## src/mexp_pkg.sv

```systemverilog
// Package: shared widths, sequencer states and multiplier handshake types for modular_exponentiation.
`default_nettype none
package mexp_pkg;

    localparam int WORD_BITS = 32;
    localparam int CNT_BITS  = $clog2(WORD_BITS);

    typedef logic [WORD_BITS-1:0] t_word;

    // sequencer states of the top level
    typedef enum logic [2:0] {
        S_IDLE,
        S_RED,
        S_RED_W,
        S_BIT,
        S_ACC_W,
        S_SQR,
        S_SQR_W,
        S_DONE
    } t_state;

    // request to the shared modular multiplier
    typedef struct packed {
        logic  start;
        t_word opa;
        t_word opb;
        t_word modulus;
    } t_mul_req;

    // response from the shared modular multiplier
    typedef struct packed {
        logic  busy;
        logic  done;
        t_word product;
    } t_mul_rsp;

endpackage
`default_nettype wire

```

## src/mexp_if.sv

```systemverilog
// Interfaces: input and output word channels of modular_exponentiation.
`default_nettype none
interface mexp_in_if;
    logic                valid;
    logic                ready;
    mexp_pkg::t_word     base_value;
    mexp_pkg::t_word     exponent;
    mexp_pkg::t_word     modulus;

    modport source (output valid, output base_value, output exponent, output modulus,
                    input ready);
    modport sink   (input valid, input base_value, input exponent, input modulus,
                    output ready);
endinterface

interface mexp_out_if;
    logic                valid;
    logic                ready;
    mexp_pkg::t_word     power_result;
    logic                bad_modulus;

    modport source (output valid, output power_result, output bad_modulus, input ready);
    modport sink   (input valid, input power_result, input bad_modulus, output ready);
endinterface
`default_nettype wire

```

## src/mexp_mulmod.sv

```systemverilog
// Module: shared shift-and-add modular multiplier, one multiplier bit per cycle.
`default_nettype none
module mexp_mulmod (
    input  wire                 i_clk,
    input  wire                 i_rst_n,
    input  mexp_pkg::t_mul_req  i_req,
    output mexp_pkg::t_mul_rsp  o_rsp
);

    localparam int W = mexp_pkg::WORD_BITS;

    logic                          r_busy, n_busy;
    logic                          r_done, n_done;
    logic [mexp_pkg::CNT_BITS-1:0] r_cnt, n_cnt;
    mexp_pkg::t_word               r_acc, n_acc;
    mexp_pkg::t_word               r_a, n_a;
    mexp_pkg::t_word               r_b, n_b;
    mexp_pkg::t_word               r_m, n_m;

    logic [W:0] w_dbl;
    logic [W:0] w_dbl_red;
    logic [W:0] w_add;
    logic [W:0] w_sum;
    logic [W:0] w_sum_red;

    // double the accumulator, reduce, add the multiplicand on a set bit, reduce
    always_comb begin
        w_dbl     = {r_acc, 1'b0};
        w_dbl_red = (w_dbl >= {1'b0, r_m}) ? (w_dbl - {1'b0, r_m}) : w_dbl;
        w_add     = r_b[W-1] ? {1'b0, r_a} : '0;
        w_sum     = {1'b0, w_dbl_red[W-1:0]} + w_add;
        w_sum_red = (w_sum >= {1'b0, r_m}) ? (w_sum - {1'b0, r_m}) : w_sum;
    end

    // load on start, then advance one bit a cycle, most significant first
    always_comb begin
        n_busy = r_busy;
        n_done = 1'b0;
        n_cnt  = r_cnt;
        n_acc  = r_acc;
        n_a    = r_a;
        n_b    = r_b;
        n_m    = r_m;
        if (i_req.start && !r_busy) begin
            n_busy = 1'b1;
            n_cnt  = '0;
            n_acc  = '0;
            n_a    = i_req.opa;
            n_b    = i_req.opb;
            n_m    = i_req.modulus;
        end else if (r_busy) begin
            n_acc = w_sum_red[W-1:0];
            n_b   = {r_b[W-2:0], 1'b0};
            n_cnt = r_cnt + 1'b1;
            if (r_cnt == mexp_pkg::CNT_BITS'(W - 1)) begin
                n_busy = 1'b0;
                n_done = 1'b1;
            end
        end
    end

    // hold control under reset
    always_ff @(posedge i_clk) begin
        if (!i_rst_n) begin
            r_busy <= 1'b0;
            r_done <= 1'b0;
            r_cnt  <= '0;
        end else begin
            r_busy <= n_busy;
            r_done <= n_done;
            r_cnt  <= n_cnt;
        end
    end

    // operand and accumulator registers
    always_ff @(posedge i_clk) begin
        r_acc <= n_acc;
        r_a   <= n_a;
        r_b   <= n_b;
        r_m   <= n_m;
    end

    assign o_rsp.busy    = r_busy;
    assign o_rsp.done    = r_done;
    assign o_rsp.product = r_acc;

endmodule
`default_nettype wire

```

## src/modular_exponentiation.sv

```systemverilog
// Top level: square-and-multiply sequencer around one shared modular multiplier.
// Usage:
//   i_req carries a word of base_value, exponent and modulus; o_rsp returns one word
//   of power_result and bad_modulus for each accepted input word.
//   i_req.ready is high only while the sequencer is idle; one word is worked at a time.
//   A zero exponent returns 1, a zero modulus with a nonzero exponent returns 0 with
//   bad_modulus set; both go straight to S_DONE and into the output register, and
//   the input reopens once the result is loaded there.
//   Otherwise the base is first reduced by one modular product, then each exponent bit,
//   least significant first, costs one squaring and, when set, one further product,
//   stopping once the remaining exponent bits are zero.
//   Each modular product runs on the shared multiplier, and the sequencer waits for its
//   done in a wait state; the result then passes through S_DONE into the output
//   register, and the input reopens once it is loaded there.
//   The result sits in an output register: it waits there while the receiver stalls,
//   and a new input word is taken meanwhile; the following result waits until the
//   register is emptied.
//   Reset (synchronous, active low) returns the sequencer to idle and empties the
//   output register; no state survives between words.
`default_nettype none
module modular_exponentiation (
    input  wire               i_clk,
    input  wire               i_rst_n,
    mexp_in_if.sink           i_req,
    mexp_out_if.source        o_rsp
);

    localparam int W = mexp_pkg::WORD_BITS;

    mexp_pkg::t_state   r_state, n_state;
    mexp_pkg::t_word    r_exp;
    mexp_pkg::t_word    r_base;
    mexp_pkg::t_word    r_m;
    mexp_pkg::t_word    r_acc;
    mexp_pkg::t_word    r_sq;
    logic               r_bad;
    logic               r_out_valid;
    mexp_pkg::t_word    r_out_result;
    logic               r_out_bad;

    mexp_pkg::t_mul_req w_mul_req;
    mexp_pkg::t_mul_rsp w_mul_rsp;
    logic               w_in_ready;
    logic               w_accept;
    logic               w_out_load;

    mexp_mulmod u_mulmod (
        .i_clk   (i_clk),
        .i_rst_n (i_rst_n),
        .i_req   (w_mul_req),
        .o_rsp   (w_mul_rsp)
    );

    assign w_accept = i_req.valid && w_in_ready;

    // next state
    always_comb begin
        n_state = r_state;
        case (r_state)
            mexp_pkg::S_IDLE: begin
                if (w_accept) begin
                    if (i_req.exponent == '0 || i_req.modulus == '0) begin
                        n_state = mexp_pkg::S_DONE;
                    end else begin
                        n_state = mexp_pkg::S_RED;
                    end
                end
            end
            mexp_pkg::S_RED:   n_state = mexp_pkg::S_RED_W;
            mexp_pkg::S_RED_W: begin
                if (w_mul_rsp.done) begin
                    n_state = mexp_pkg::S_BIT;
                end
            end
            mexp_pkg::S_BIT: begin
                if (r_exp == '0) begin
                    n_state = mexp_pkg::S_DONE;
                end else if (r_exp[0]) begin
                    n_state = mexp_pkg::S_ACC_W;
                end else begin
                    n_state = mexp_pkg::S_SQR_W;
                end
            end
            mexp_pkg::S_ACC_W: begin
                if (w_mul_rsp.done) begin
                    n_state = mexp_pkg::S_SQR;
                end
            end
            mexp_pkg::S_SQR:   n_state = mexp_pkg::S_SQR_W;
            mexp_pkg::S_SQR_W: begin
                if (w_mul_rsp.done) begin
                    n_state = mexp_pkg::S_BIT;
                end
            end
            mexp_pkg::S_DONE: begin
                if (w_out_load) begin
                    n_state = mexp_pkg::S_IDLE;
                end
            end
            default: n_state = mexp_pkg::S_IDLE;
        endcase
    end

    // outputs of the sequencer: multiplier requests, input ready, output load
    always_comb begin
        w_mul_req.start   = 1'b0;
        w_mul_req.opa     = r_acc;
        w_mul_req.opb     = r_sq;
        w_mul_req.modulus = r_m;
        w_in_ready        = 1'b0;
        w_out_load        = 1'b0;
        case (r_state)
            mexp_pkg::S_IDLE: w_in_ready = 1'b1;
            mexp_pkg::S_RED: begin
                // reduce the base as (1 mod m) times base
                w_mul_req.start = 1'b1;
                w_mul_req.opb   = r_base;
            end
            mexp_pkg::S_BIT: begin
                if (r_exp != '0) begin
                    w_mul_req.start = 1'b1;
                    if (!r_exp[0]) begin
                        w_mul_req.opa = r_sq;
                    end
                end
            end
            mexp_pkg::S_SQR: begin
                w_mul_req.start = 1'b1;
                w_mul_req.opa   = r_sq;
            end
            mexp_pkg::S_DONE: w_out_load = !r_out_valid || o_rsp.ready;
            default: ;
        endcase
    end

    // hold control under reset
    always_ff @(posedge i_clk) begin
        if (!i_rst_n) begin
            r_state     <= mexp_pkg::S_IDLE;
            r_out_valid <= 1'b0;
        end else begin
            r_state <= n_state;
            if (w_out_load) begin
                r_out_valid <= 1'b1;
            end else if (o_rsp.ready) begin
                r_out_valid <= 1'b0;
            end
        end
    end

    // working registers: capture the word, then take products as they finish
    always_ff @(posedge i_clk) begin
        if (w_accept) begin
            r_base <= i_req.base_value;
            r_exp  <= i_req.exponent;
            r_m    <= i_req.modulus;
            r_bad  <= (i_req.exponent != '0) && (i_req.modulus == '0);
            if (i_req.exponent == '0) begin
                r_acc <= W'(1);
            end else if (i_req.modulus == '0 || i_req.modulus == W'(1)) begin
                r_acc <= '0;
            end else begin
                r_acc <= W'(1);
            end
        end
        if (w_mul_rsp.done) begin
            case (r_state)
                mexp_pkg::S_ACC_W: r_acc <= w_mul_rsp.product;
                mexp_pkg::S_RED_W: r_sq  <= w_mul_rsp.product;
                mexp_pkg::S_SQR_W: begin
                    r_sq  <= w_mul_rsp.product;
                    r_exp <= {1'b0, r_exp[W-1:1]};
                end
                default: ;
            endcase
        end
        if (w_out_load) begin
            r_out_result <= r_acc;
            r_out_bad    <= r_bad;
        end
    end

    assign i_req.ready        = w_in_ready;
    assign o_rsp.valid        = r_out_valid;
    assign o_rsp.power_result = r_out_result;
    assign o_rsp.bad_modulus  = r_out_bad;

`ifndef SYNTHESIS
    // a flagged modulus always comes with a zero result
    a_bad_zero: assert property (@(posedge i_clk) disable iff (!i_rst_n)
        (o_rsp.valid && o_rsp.bad_modulus) |-> (o_rsp.power_result == '0))
        else $error("bad_modulus set with nonzero power_result");

    // the shared multiplier is never started while it is still working
    a_no_overlap: assert property (@(posedge i_clk) disable iff (!i_rst_n)
        w_mul_req.start |-> !w_mul_rsp.busy)
        else $error("multiplier started while busy");

    // a finished product is only ever awaited in a wait state
    a_done_waited: assert property (@(posedge i_clk) disable iff (!i_rst_n)
        w_mul_rsp.done |-> (r_state == mexp_pkg::S_RED_W || r_state == mexp_pkg::S_ACC_W
                            || r_state == mexp_pkg::S_SQR_W))
        else $error("product finished outside a wait state");

    // an accepted word closes the input straight after it is taken
    a_one_word: assert property (@(posedge i_clk) disable iff (!i_rst_n)
        (i_req.valid && i_req.ready) |=> !i_req.ready)
        else $error("input taken while a word is in work");
`endif

endmodule
`default_nettype wire

```

## src/flat_wrapper.sv

```systemverilog
// flat-port wrapper written by rule: the top's interface ports become plain ports
module modular_exponentiation_flat 
  (i_clk, i_rst_n, i_req_valid, i_req_base_value, i_req_exponent, i_req_modulus, i_req_ready, o_rsp_valid, o_rsp_power_result, o_rsp_bad_modulus, o_rsp_ready);
  mexp_in_if i_req_i ();
  mexp_out_if o_rsp_i ();
  input  wire i_clk;
  input  wire i_rst_n;
  input wire logic [$bits(i_req_i.valid)-1:0] i_req_valid;
  input wire logic [$bits(i_req_i.base_value)-1:0] i_req_base_value;
  input wire logic [$bits(i_req_i.exponent)-1:0] i_req_exponent;
  input wire logic [$bits(i_req_i.modulus)-1:0] i_req_modulus;
  output wire logic [$bits(i_req_i.ready)-1:0] i_req_ready;
  output wire logic [$bits(o_rsp_i.valid)-1:0] o_rsp_valid;
  output wire logic [$bits(o_rsp_i.power_result)-1:0] o_rsp_power_result;
  output wire logic [$bits(o_rsp_i.bad_modulus)-1:0] o_rsp_bad_modulus;
  input wire logic [$bits(o_rsp_i.ready)-1:0] o_rsp_ready;
  assign i_req_i.valid = i_req_valid;
  assign i_req_i.base_value = i_req_base_value;
  assign i_req_i.exponent = i_req_exponent;
  assign i_req_i.modulus = i_req_modulus;
  assign i_req_ready = i_req_i.ready;
  assign o_rsp_valid = o_rsp_i.valid;
  assign o_rsp_power_result = o_rsp_i.power_result;
  assign o_rsp_bad_modulus = o_rsp_i.bad_modulus;
  assign o_rsp_i.ready = o_rsp_ready;
  modular_exponentiation u_core (.i_clk(i_clk), .i_rst_n(i_rst_n), .i_req(i_req_i), .o_rsp(o_rsp_i));
endmodule
```

## config.mk

```make
export PLATFORM = sky130hd
export DESIGN_NAME = modular_exponentiation_flat
export DESIGN_NICKNAME = d
export VERILOG_FILES = /design/src/mexp_pkg.sv /design/src/mexp_if.sv /design/src/mexp_mulmod.sv /design/src/modular_exponentiation.sv /design/src/flat_wrapper.sv
export SDC_FILE = /design/constraint.sdc
export NUM_CORES = 1
export LEC_CHECK = 0
export ABC_CLOCK_PERIOD_IN_PS = 7670
export BUFFER_PORTS_ARGS = -buffer_cell sky130_fd_sc_hd__buf_2
export CORE_ASPECT_RATIO = 1.25
export CORE_MARGIN = 4
export CORE_UTILIZATION = 61
export DETAILED_ROUTE_END_ITERATION = 6
export GPL_TIMING_DRIVEN = 0
export PLACE_DENSITY_LB_ADDON = 0.3
export SYNTH_ARGS = -nofsm -noshare
export SYNTH_HDL_FRONTEND = slang
export SYNTH_SLANG_ARGS = --single-unit
```

## constraint.sdc

```tcl
create_clock -name i_clk -period 7.67 [get_ports i_clk]
set_input_delay 2.301 -clock i_clk [delete_from_list [all_inputs] [get_ports i_clk]]
set_output_delay 2.301 -clock i_clk [all_outputs]
set_load 0.02 [all_outputs]
```

* Word level (Yosys, flattened, before mapping) *
Cells that the tools add are included.

word-level totals
  register bits after elaboration = 333
  latch bits = 0
  memory bits (writable) = 0
  bits in read-only memories = 0
  output and inout port bits = 35
  word-level logic and storage cells = 94
  memories = 0

cells by class
  $add $sub $neg = 4
  multiply operators = 0
  divide/modulo/power cells = 0
  $lt $le $gt $ge = 2
  equality and inequality tests = 13
  shift-type cells = 0
  muxes and demuxes = 34
  bitwise logic cells = 2
  reduce and logical (&&, ||, !) cells = 22

operators with widths
  operator             number
  $mux 32              14
  $logic_not 32->1     3
  $ge 33x32->1         2
  $pmux 32 s2          1
  $reduce_bool 32->1   2
  $sub 32x32->32       2
  $add 32x32->33       1
  $mux 33              1
  $eq 32x1->1 const B  1
  $pmux 3 s7           1
  $mux 3               6
  $eq 3x3->1 const B   4
  $mux 1               9
  $eq 3x2->1 const B   2
  $ne 2x1->1 const B   3
  $reduce_or 2->1      3
  $add 5x1->5 const B  1
  $eq 5x5->1 const B   1
  $reduce_and 4->1     1
  $reduce_bool 2->1    2
  $eq 3x1->1 const B   1
  $logic_and 1x1->1    3
  $logic_not 3->1      1
  $logic_or 1x1->1     3
  other kinds (7)      9

* Longest topological paths before layout *
  depth in word-level cells = 7
  gate-level depth with buffers = 32
  depth with buffers taken out = 29

* Hierarchy *
From an unflattened synthesis, not the netlist that was laid out.

second synthesis, totals
  cells, all modules = 1710
  area total of the unflattened synthesis = 18607.8 µm²

by module, submodules not included
  module                  times used  cells each  area each (µm²)
  mexp_mulmod             1           1122        10857.9
  modular_exponentiation  1           588         7749.9

* Least setup slack after synthesis *
OpenSTA, ideal clock, no wires.

  path kind = register to register
  start point = reg u_core.u_mulmod.r_m[13]
  end point = reg u_core.u_mulmod.r_acc[28]
  arrival = 6679 ps
  data required time = 7548 ps
  setup slack = 869 ps
  cell stages (with the launch flop) = 29
  path buffers = 1
  clock period less this slack = 6801 ps
  path through = edfxtp_1 inv_1 ha_1 a21oi_1 a21boi_0 o311ai_1 o211ai_1 a21oi_2 o31ai_1 o31ai_1 buf_4 mux2_2 ha_1 nand2_1 or3_1 or4_1 o221a_2 nand2_1 nand2_1 o311ai_1 ha_1 and4_1 and3_1 a41oi_1 o221ai_1 a31oi_2 a211oi_1 mux2_1 a221o_1

between the ends
  cells in the longest elaborated chain, start to end = 5
  elaborated cells between the ends (all ways) = 7
  classes of those cells = add/sub (3); order compare (2); mux (2)

RTL lines
  item                                            line               text
  start, declared                                 mexp_mulmod.sv:18  mexp_pkg::t_word r_m, n_m;
  start signal, assigned                          mexp_mulmod.sv:80  r_m <= n_m;
  $sub 32x32->32 or $ge 33x32->1 (tied branches)  mexp_mulmod.sv:29  w_dbl_red = (w_dbl >= {1'b0, r_m}) ? (w_dbl - {1'b0, r_m}) : w_dbl;
  $mux 32                                         mexp_mulmod.sv:29
  $add 32x32->33                                  mexp_mulmod.sv:31  w_sum = {1'b0, w_dbl_red[W-1:0]} + w_add;
  $sub 32x32->32 or $ge 33x32->1 (tied branches)  mexp_mulmod.sv:32  w_sum_red = (w_sum >= {1'b0, r_m}) ? (w_sum - {1'b0, r_m}) : w_sum;
  $mux 32 (*)                                     mexp_mulmod.sv:32
  end signal, assigned                            mexp_mulmod.sv:77  r_acc <= n_acc;
  end, declared                                   mexp_mulmod.sv:15  mexp_pkg::t_word r_acc, n_acc;

Every way passes the cells marked *; elsewhere a longest branch is shown, timed or not.
A chain may end at the register's enable or synchronous reset.

* Worst setup path in the final report *
  start point = reg u_core.u_mulmod.r_acc[3]
  end point = reg u_core.u_mulmod.r_acc[28]

between the ends
  cells in the longest elaborated chain, start to end = 5
  elaborated cells between the ends (all ways) = 7
  classes of those cells = add/sub (3); order compare (2); mux (2)

RTL lines
  item                                            line
  $sub 32x32->32 or $ge 33x32->1 (tied branches)  mexp_mulmod.sv:29
  $mux 32 (*)                                     mexp_mulmod.sv:29
  $add 32x32->33 (*)                              mexp_mulmod.sv:31
  $sub 32x32->32 or $ge 33x32->1 (tied branches)  mexp_mulmod.sv:32
  $mux 32 (*)                                     mexp_mulmod.sv:32

Marks and branches as above.

==> impl_metrics.prom <==
# TYPE chip_impl_metric gauge
chip_impl_metric{name="cts_hold_buffers",unit=""} 0
chip_impl_metric{name="tightestPinTransition",unit="ns"} 1.20
chip_impl_info{name="synth_ff_type",value="sky130_fd_sc_hd__edfxtp_1"} 1
chip_impl_metric{name="dp_hpwl",unit="mm"} 36.0
chip_impl_metric{name="final_period_minus_worst_setup_slack",unit="ns"} 7.45
chip_impl_metric{name="row_count",unit=""} 69
chip_impl_metric{name="routed_wire_length_per_instance",unit="um"} 20.4
chip_impl_metric{name="grt_start_max_net_pins",unit=""} 43
chip_impl_info{name="ys_top_cells_by_count",value="sky130_fd_sc_hd__nand2_1 (241), sky130_fd_sc_hd__edfxtp_1 (226), sky130_fd_sc_hd__a21oi_1 (124)"} 1
chip_impl_info{name="timing_worst_setup_path_type",value="reg -> reg"} 1
chip_impl_metric{name="worst-path-max-fanout",unit=""} 10
chip_impl_metric{name="syn_area_per_cell",unit="um2"} 10.2
chip_impl_info{name="worstHoldPathType",value="reg -> reg"} 1
chip_impl_metric{name="grt_remaining_overflow",unit=""} 0
chip_impl_info{name="crit-reg2reg-launch",value="u_core.u_mulmod.r_acc[3]"} 1
chip_impl_info{name="run_status",value="finished clean"} 1
chip_impl_metric{name="max_freq",unit="GHz"} 0.134
chip_impl_metric{name="maxcap_violations",unit=""} 0
chip_impl_metric{name="timing.clock.skew",unit="ns"} 0.0134
chip_impl_metric{name="ff2ff_path_depth",unit=""} 29
chip_impl_info{name="reg2reg_to",value="u_core.u_mulmod.r_acc[28]"} 1
chip_impl_metric{name="ys_async_sr_fraction",unit=""} 0
chip_impl_metric{name="layout.cell_area.non_filler",unit="um2"} 20700
chip_impl_metric{name="drt_wl_total",unit="mm"} 48.0
chip_impl_metric{name="vias_per_cell",unit=""} 6.01
chip_impl_metric{name="netlist_instances",unit=""} 1737
chip_impl_info{name="cts_tree",value="yes"} 1
chip_impl_metric{name="grt_pass1_wl",unit="mm"} 73.9
chip_impl_metric{name="buffer_ports.inserted",unit=""} 134
chip_impl_metric{name="yosys_register_bits",unit=""} 333
chip_impl_metric{name="track_usage",unit=""} 0.292
chip_impl_metric{name="critical_path_cell_count",unit=""} 29
chip_impl_metric{name="worst_setup_hold_path_clk_slew",unit="ns"} 0.06
chip_impl_metric{name="slew_viol_final",unit=""} 0
chip_impl_metric{name="gp_congestion",unit=""} 0.988
chip_impl_info{name="cts-root-buf",value="sky130_fd_sc_hd__clkbuf_16"} 1
chip_impl_metric{name="total_vias_in_the_final_route",unit=""} 14100
chip_impl_metric{name="min_period_over_period",unit=""} 0.972
chip_impl_metric{name="cp.arrival",unit="ns"} 7.86
chip_impl_metric{name="slew-limit-headroom",unit=""} 0.196
chip_impl_metric{name="areaGrowthSynthToFinish",unit="%"} 16.4
chip_impl_metric{name="number_of_sinks_on_the_clock_net",unit=""} 333
chip_impl_info{name="destination_of_the_critical_timing_path",value="u_core.u_mulmod.r_acc[28]"} 1
chip_impl_metric{name="io-pin-count",unit=""} 135
chip_impl_metric{name="antenna_diode_instance_count",unit=""} 0
chip_impl_metric{name="synth_edf_count",unit=""} 226
chip_impl_metric{name="cts.path.max_buffers",unit=""} 3
chip_impl_info{name="yosysMostFrequentCell",value="sky130_fd_sc_hd__nand2_1"} 1
chip_impl_metric{name="core",unit="um2"} 28600
chip_impl_metric{name="grt_antenna_before_repair",unit=""} 0
chip_impl_metric{name="post_syn_area",unit="um2"} 17800
chip_impl_metric{name="timing.critical_path.slowest_cell_delay",unit="ns"} 0.53
chip_impl_metric{name="synth.yosys.seq_area_share",unit=""} 0.503
chip_impl_metric{name="first_iter_violations",unit=""} 1261
chip_impl_metric{name="critical_path_required",unit="ns"} 8.08
chip_impl_metric{name="detailed_place.area",unit="um2"} 19000
chip_impl_info{name="crit_top_cell",value="sky130_fd_sc_hd__o31ai_2"} 1
chip_impl_metric{name="insertion_delay",unit="ns"} 0.53
chip_impl_metric{name="power.ir.vdd_worst",unit="mV"} 0.281
chip_impl_info{name="worst_setup_path_start_kind",value="register"} 1
chip_impl_metric{name="r2r_slack",unit="ns"} 0.22
chip_impl_metric{name="cts_buffers",unit=""} 34
chip_impl_metric{name="post-route-drc-count",unit=""} 0
chip_impl_metric{name="start_util",unit=""} 0.622
chip_impl_info{name="synthTopCellsByArea",value="sky130_fd_sc_hd__edfxtp_1 (38%), sky130_fd_sc_hd__dfxtp_1 (12%), sky130_fd_sc_hd__ha_1 (6.9%)"} 1
chip_impl_metric{name="route.antenna.remaining_nets",unit=""} 0
chip_impl_metric{name="yosys.area.top_type_share",unit=""} 0.382
chip_impl_metric{name="number_of_buffers_and_inverters_on_the_critical_path",unit=""} 3
chip_impl_metric{name="total_power",unit="uW"} 10300
chip_impl_info{name="crit_start",value="u_core.u_mulmod.r_acc[3]"} 1
chip_impl_metric{name="yosys_warnings",unit=""} 0
chip_impl_metric{name="number_of_global_route_vias_before_repair",unit=""} 13700
chip_impl_metric{name="num-nets-final",unit=""} 2133
chip_impl_metric{name="hold_slack",unit="ns"} 0.414
chip_impl_metric{name="power.leakage",unit="uW"} 0.00831
chip_impl_info{name="endpoint_kind",value="register"} 1
chip_impl_metric{name="finalSetupViolCount",unit=""} 0
chip_impl_metric{name="total_power_divided_by_cell_area",unit="nW/um2"} 499
chip_impl_metric{name="layout.filler_cells",unit=""} 2090
chip_impl_metric{name="fp.dieW",unit="um"} 161
chip_impl_metric{name="drive_gt1_frac",unit=""} 0.179
chip_impl_metric{name="synth_cell_types",unit=""} 71
chip_impl_metric{name="chipHeight",unit="um"} 199
chip_impl_info{name="synth.largest_area_cell",value="sky130_fd_sc_hd__edfxtp_1"} 1
chip_impl_metric{name="syn-num-nets",unit=""} 1938
chip_impl_metric{name="drt_pass1_iterations",unit=""} 5
chip_impl_metric{name="floorplan.die_area",unit="um2"} 31900
chip_impl_metric{name="hold_violations",unit=""} 0
chip_impl_info{name="cp_top_family",value="compound AO/OA/AOI/OAI gates"} 1
chip_impl_info{name="slowest_stage_cell_crit_path",value="sky130_fd_sc_hd__ha_1"} 1
chip_impl_metric{name="cts.htree.levels",unit=""} 2
==> sequential cells by signal, summed over array words and instances (netlist names), 3 cells and up <==
name	flops
u_core.o_rsp.power_result	32
u_core.r_state	3
u_core.u_mulmod.r_a	32
u_core.u_mulmod.r_acc	32
u_core.r_base	32
u_core.r_exp	32
u_core.u_mulmod.r_m	32
u_core.r_sq	32
u_core.r_acc	32
u_core.u_mulmod.r_cnt	5
u_core.r_m	32
u_core.u_mulmod.r_b	32
==> worst min-delay path by stage <==
| stage | from | endpoint | slack (ns) | cells after the start |
|---|---|---|---|---|
| finish | u_core.r_m[5] | u_core.u_mulmod.r_m[5] | 0.41 | 0 |
| global route | u_core.r_m[25] | u_core.u_mulmod.r_m[25] | 0.42 | 0 |
| CTS | u_core.r_m[5] | u_core.u_mulmod.r_m[5] | 0.42 | 0 |
| detailed placement | u_core.r_m[14] | u_core.u_mulmod.r_m[14] | 0.40 | 0 |
| global placement | u_core.r_m[13] | u_core.u_mulmod.r_m[13] | 0.40 | 0 |
| floorplan | u_core.r_bad | u_core.o_rsp.bad_modulus | 0.40 | 0 |
==> metal layers <==
layer	track usage	part of all wire	routed length [um]
met5	0	0	0
met4	0.120	0.041	1990
met3	0.0342	0.063	3000
met2	0.493	0.48	22800
met1	0.388	0.42	20200
==> where the power goes <==
group	total [uW]	internal, uW	switching, uW
Combinational	6190	2550	3650
Clock	1530	840	692
Sequential	2580	2330	249
Total	10300	5720	4590
==> final cells by class <==
cell class              count  area (um2)  share of cell area
inverters                  63         236              0.0114
multi-input cells        1278        8780               0.425
plain buffers              59         269              0.0130
repair buffers            163         950              0.0459
flip-flops and latches    333        8940               0.432
well taps                 390         488              0.0236
clock buffers              45         902              0.0436
clock inverters            17         110             0.00533
==> what timing repair did <==
action	4_1_cts	5_1_grt
resized for setup	32	65
endpoints found under the setup margin	32	32
pin swaps	8	26
setup buffers	6	18
==> cell families (layout without fill, tap and decap cells) <==
group | Yosys count | count (layout) | synth area share
fa+ha+maj | 101 | 101 | 0.0724
simple gates | 554 | 554 | 0.143
flops | 333 | 333 | 0.503
mux | 93 | 93 | 0.0552
compound gates | 451 | 451 | 0.159
xor+xnor | 79 | 79 | 0.0390
buf+inv | 126 | 347 | 0.0287
==> cell usage in the layout (no fill, tap or decap), types with 7 or more instances in the layout <==
master and instances:
sky130_fd_sc_hd__nand2_1 239, sky130_fd_sc_hd__edfxtp_1 226, sky130_fd_sc_hd__buf_2 137, sky130_fd_sc_hd__nor2_1 118, sky130_fd_sc_hd__a21oi_1 115, sky130_fd_sc_hd__dfxtp_1 100
sky130_fd_sc_hd__o21ai_0 89, sky130_fd_sc_hd__ha_1 82, sky130_fd_sc_hd__inv_1 56, sky130_fd_sc_hd__clkbuf_1 55, sky130_fd_sc_hd__mux2i_1 53, sky130_fd_sc_hd__a21o_1 52
sky130_fd_sc_hd__xnor2_1 47, sky130_fd_sc_hd__a31oi_1 44, sky130_fd_sc_hd__and2_1 42, sky130_fd_sc_hd__mux2_2 39, sky130_fd_sc_hd__clkbuf_16 34, sky130_fd_sc_hd__nor3_1 27
sky130_fd_sc_hd__xor2_1 27, sky130_fd_sc_hd__nor4_1 26, sky130_fd_sc_hd__buf_4 26, sky130_fd_sc_hd__o21ai_1 22, sky130_fd_sc_hd__nand4_1 20, sky130_fd_sc_hd__nand3_1 19
sky130_fd_sc_hd__o21bai_1 15, sky130_fd_sc_hd__a211oi_1 12, sky130_fd_sc_hd__and3_1 12, sky130_fd_sc_hd__nand2b_1 10, sky130_fd_sc_hd__a21oi_2 10, sky130_fd_sc_hd__nor2b_1 9
sky130_fd_sc_hd__clkinv_2 9, sky130_fd_sc_hd__o211ai_1 8, sky130_fd_sc_hd__ha_2 8, sky130_fd_sc_hd__ha_4 8, sky130_fd_sc_hd__o21a_1 7, sky130_fd_sc_hd__dfxtp_2 7
==> stage by stage <==
stage	setup TNS [ns]	instances	util	setup WS (ns)
2_1_floorplan	0	1737	-	0.869
3_3_place_gp	-28.05	2261	0.662	-1.18
3_5_place_dp	-27.56	2265	0.665	-1.19
4_1_cts	0	2332	0.708	0.0219
5_1_grt	-0.00206	2348	0.723	-0.00206
6_report	0	2348	0.723	0.218
No activity file was read; power rests on OpenSTA's default activity.
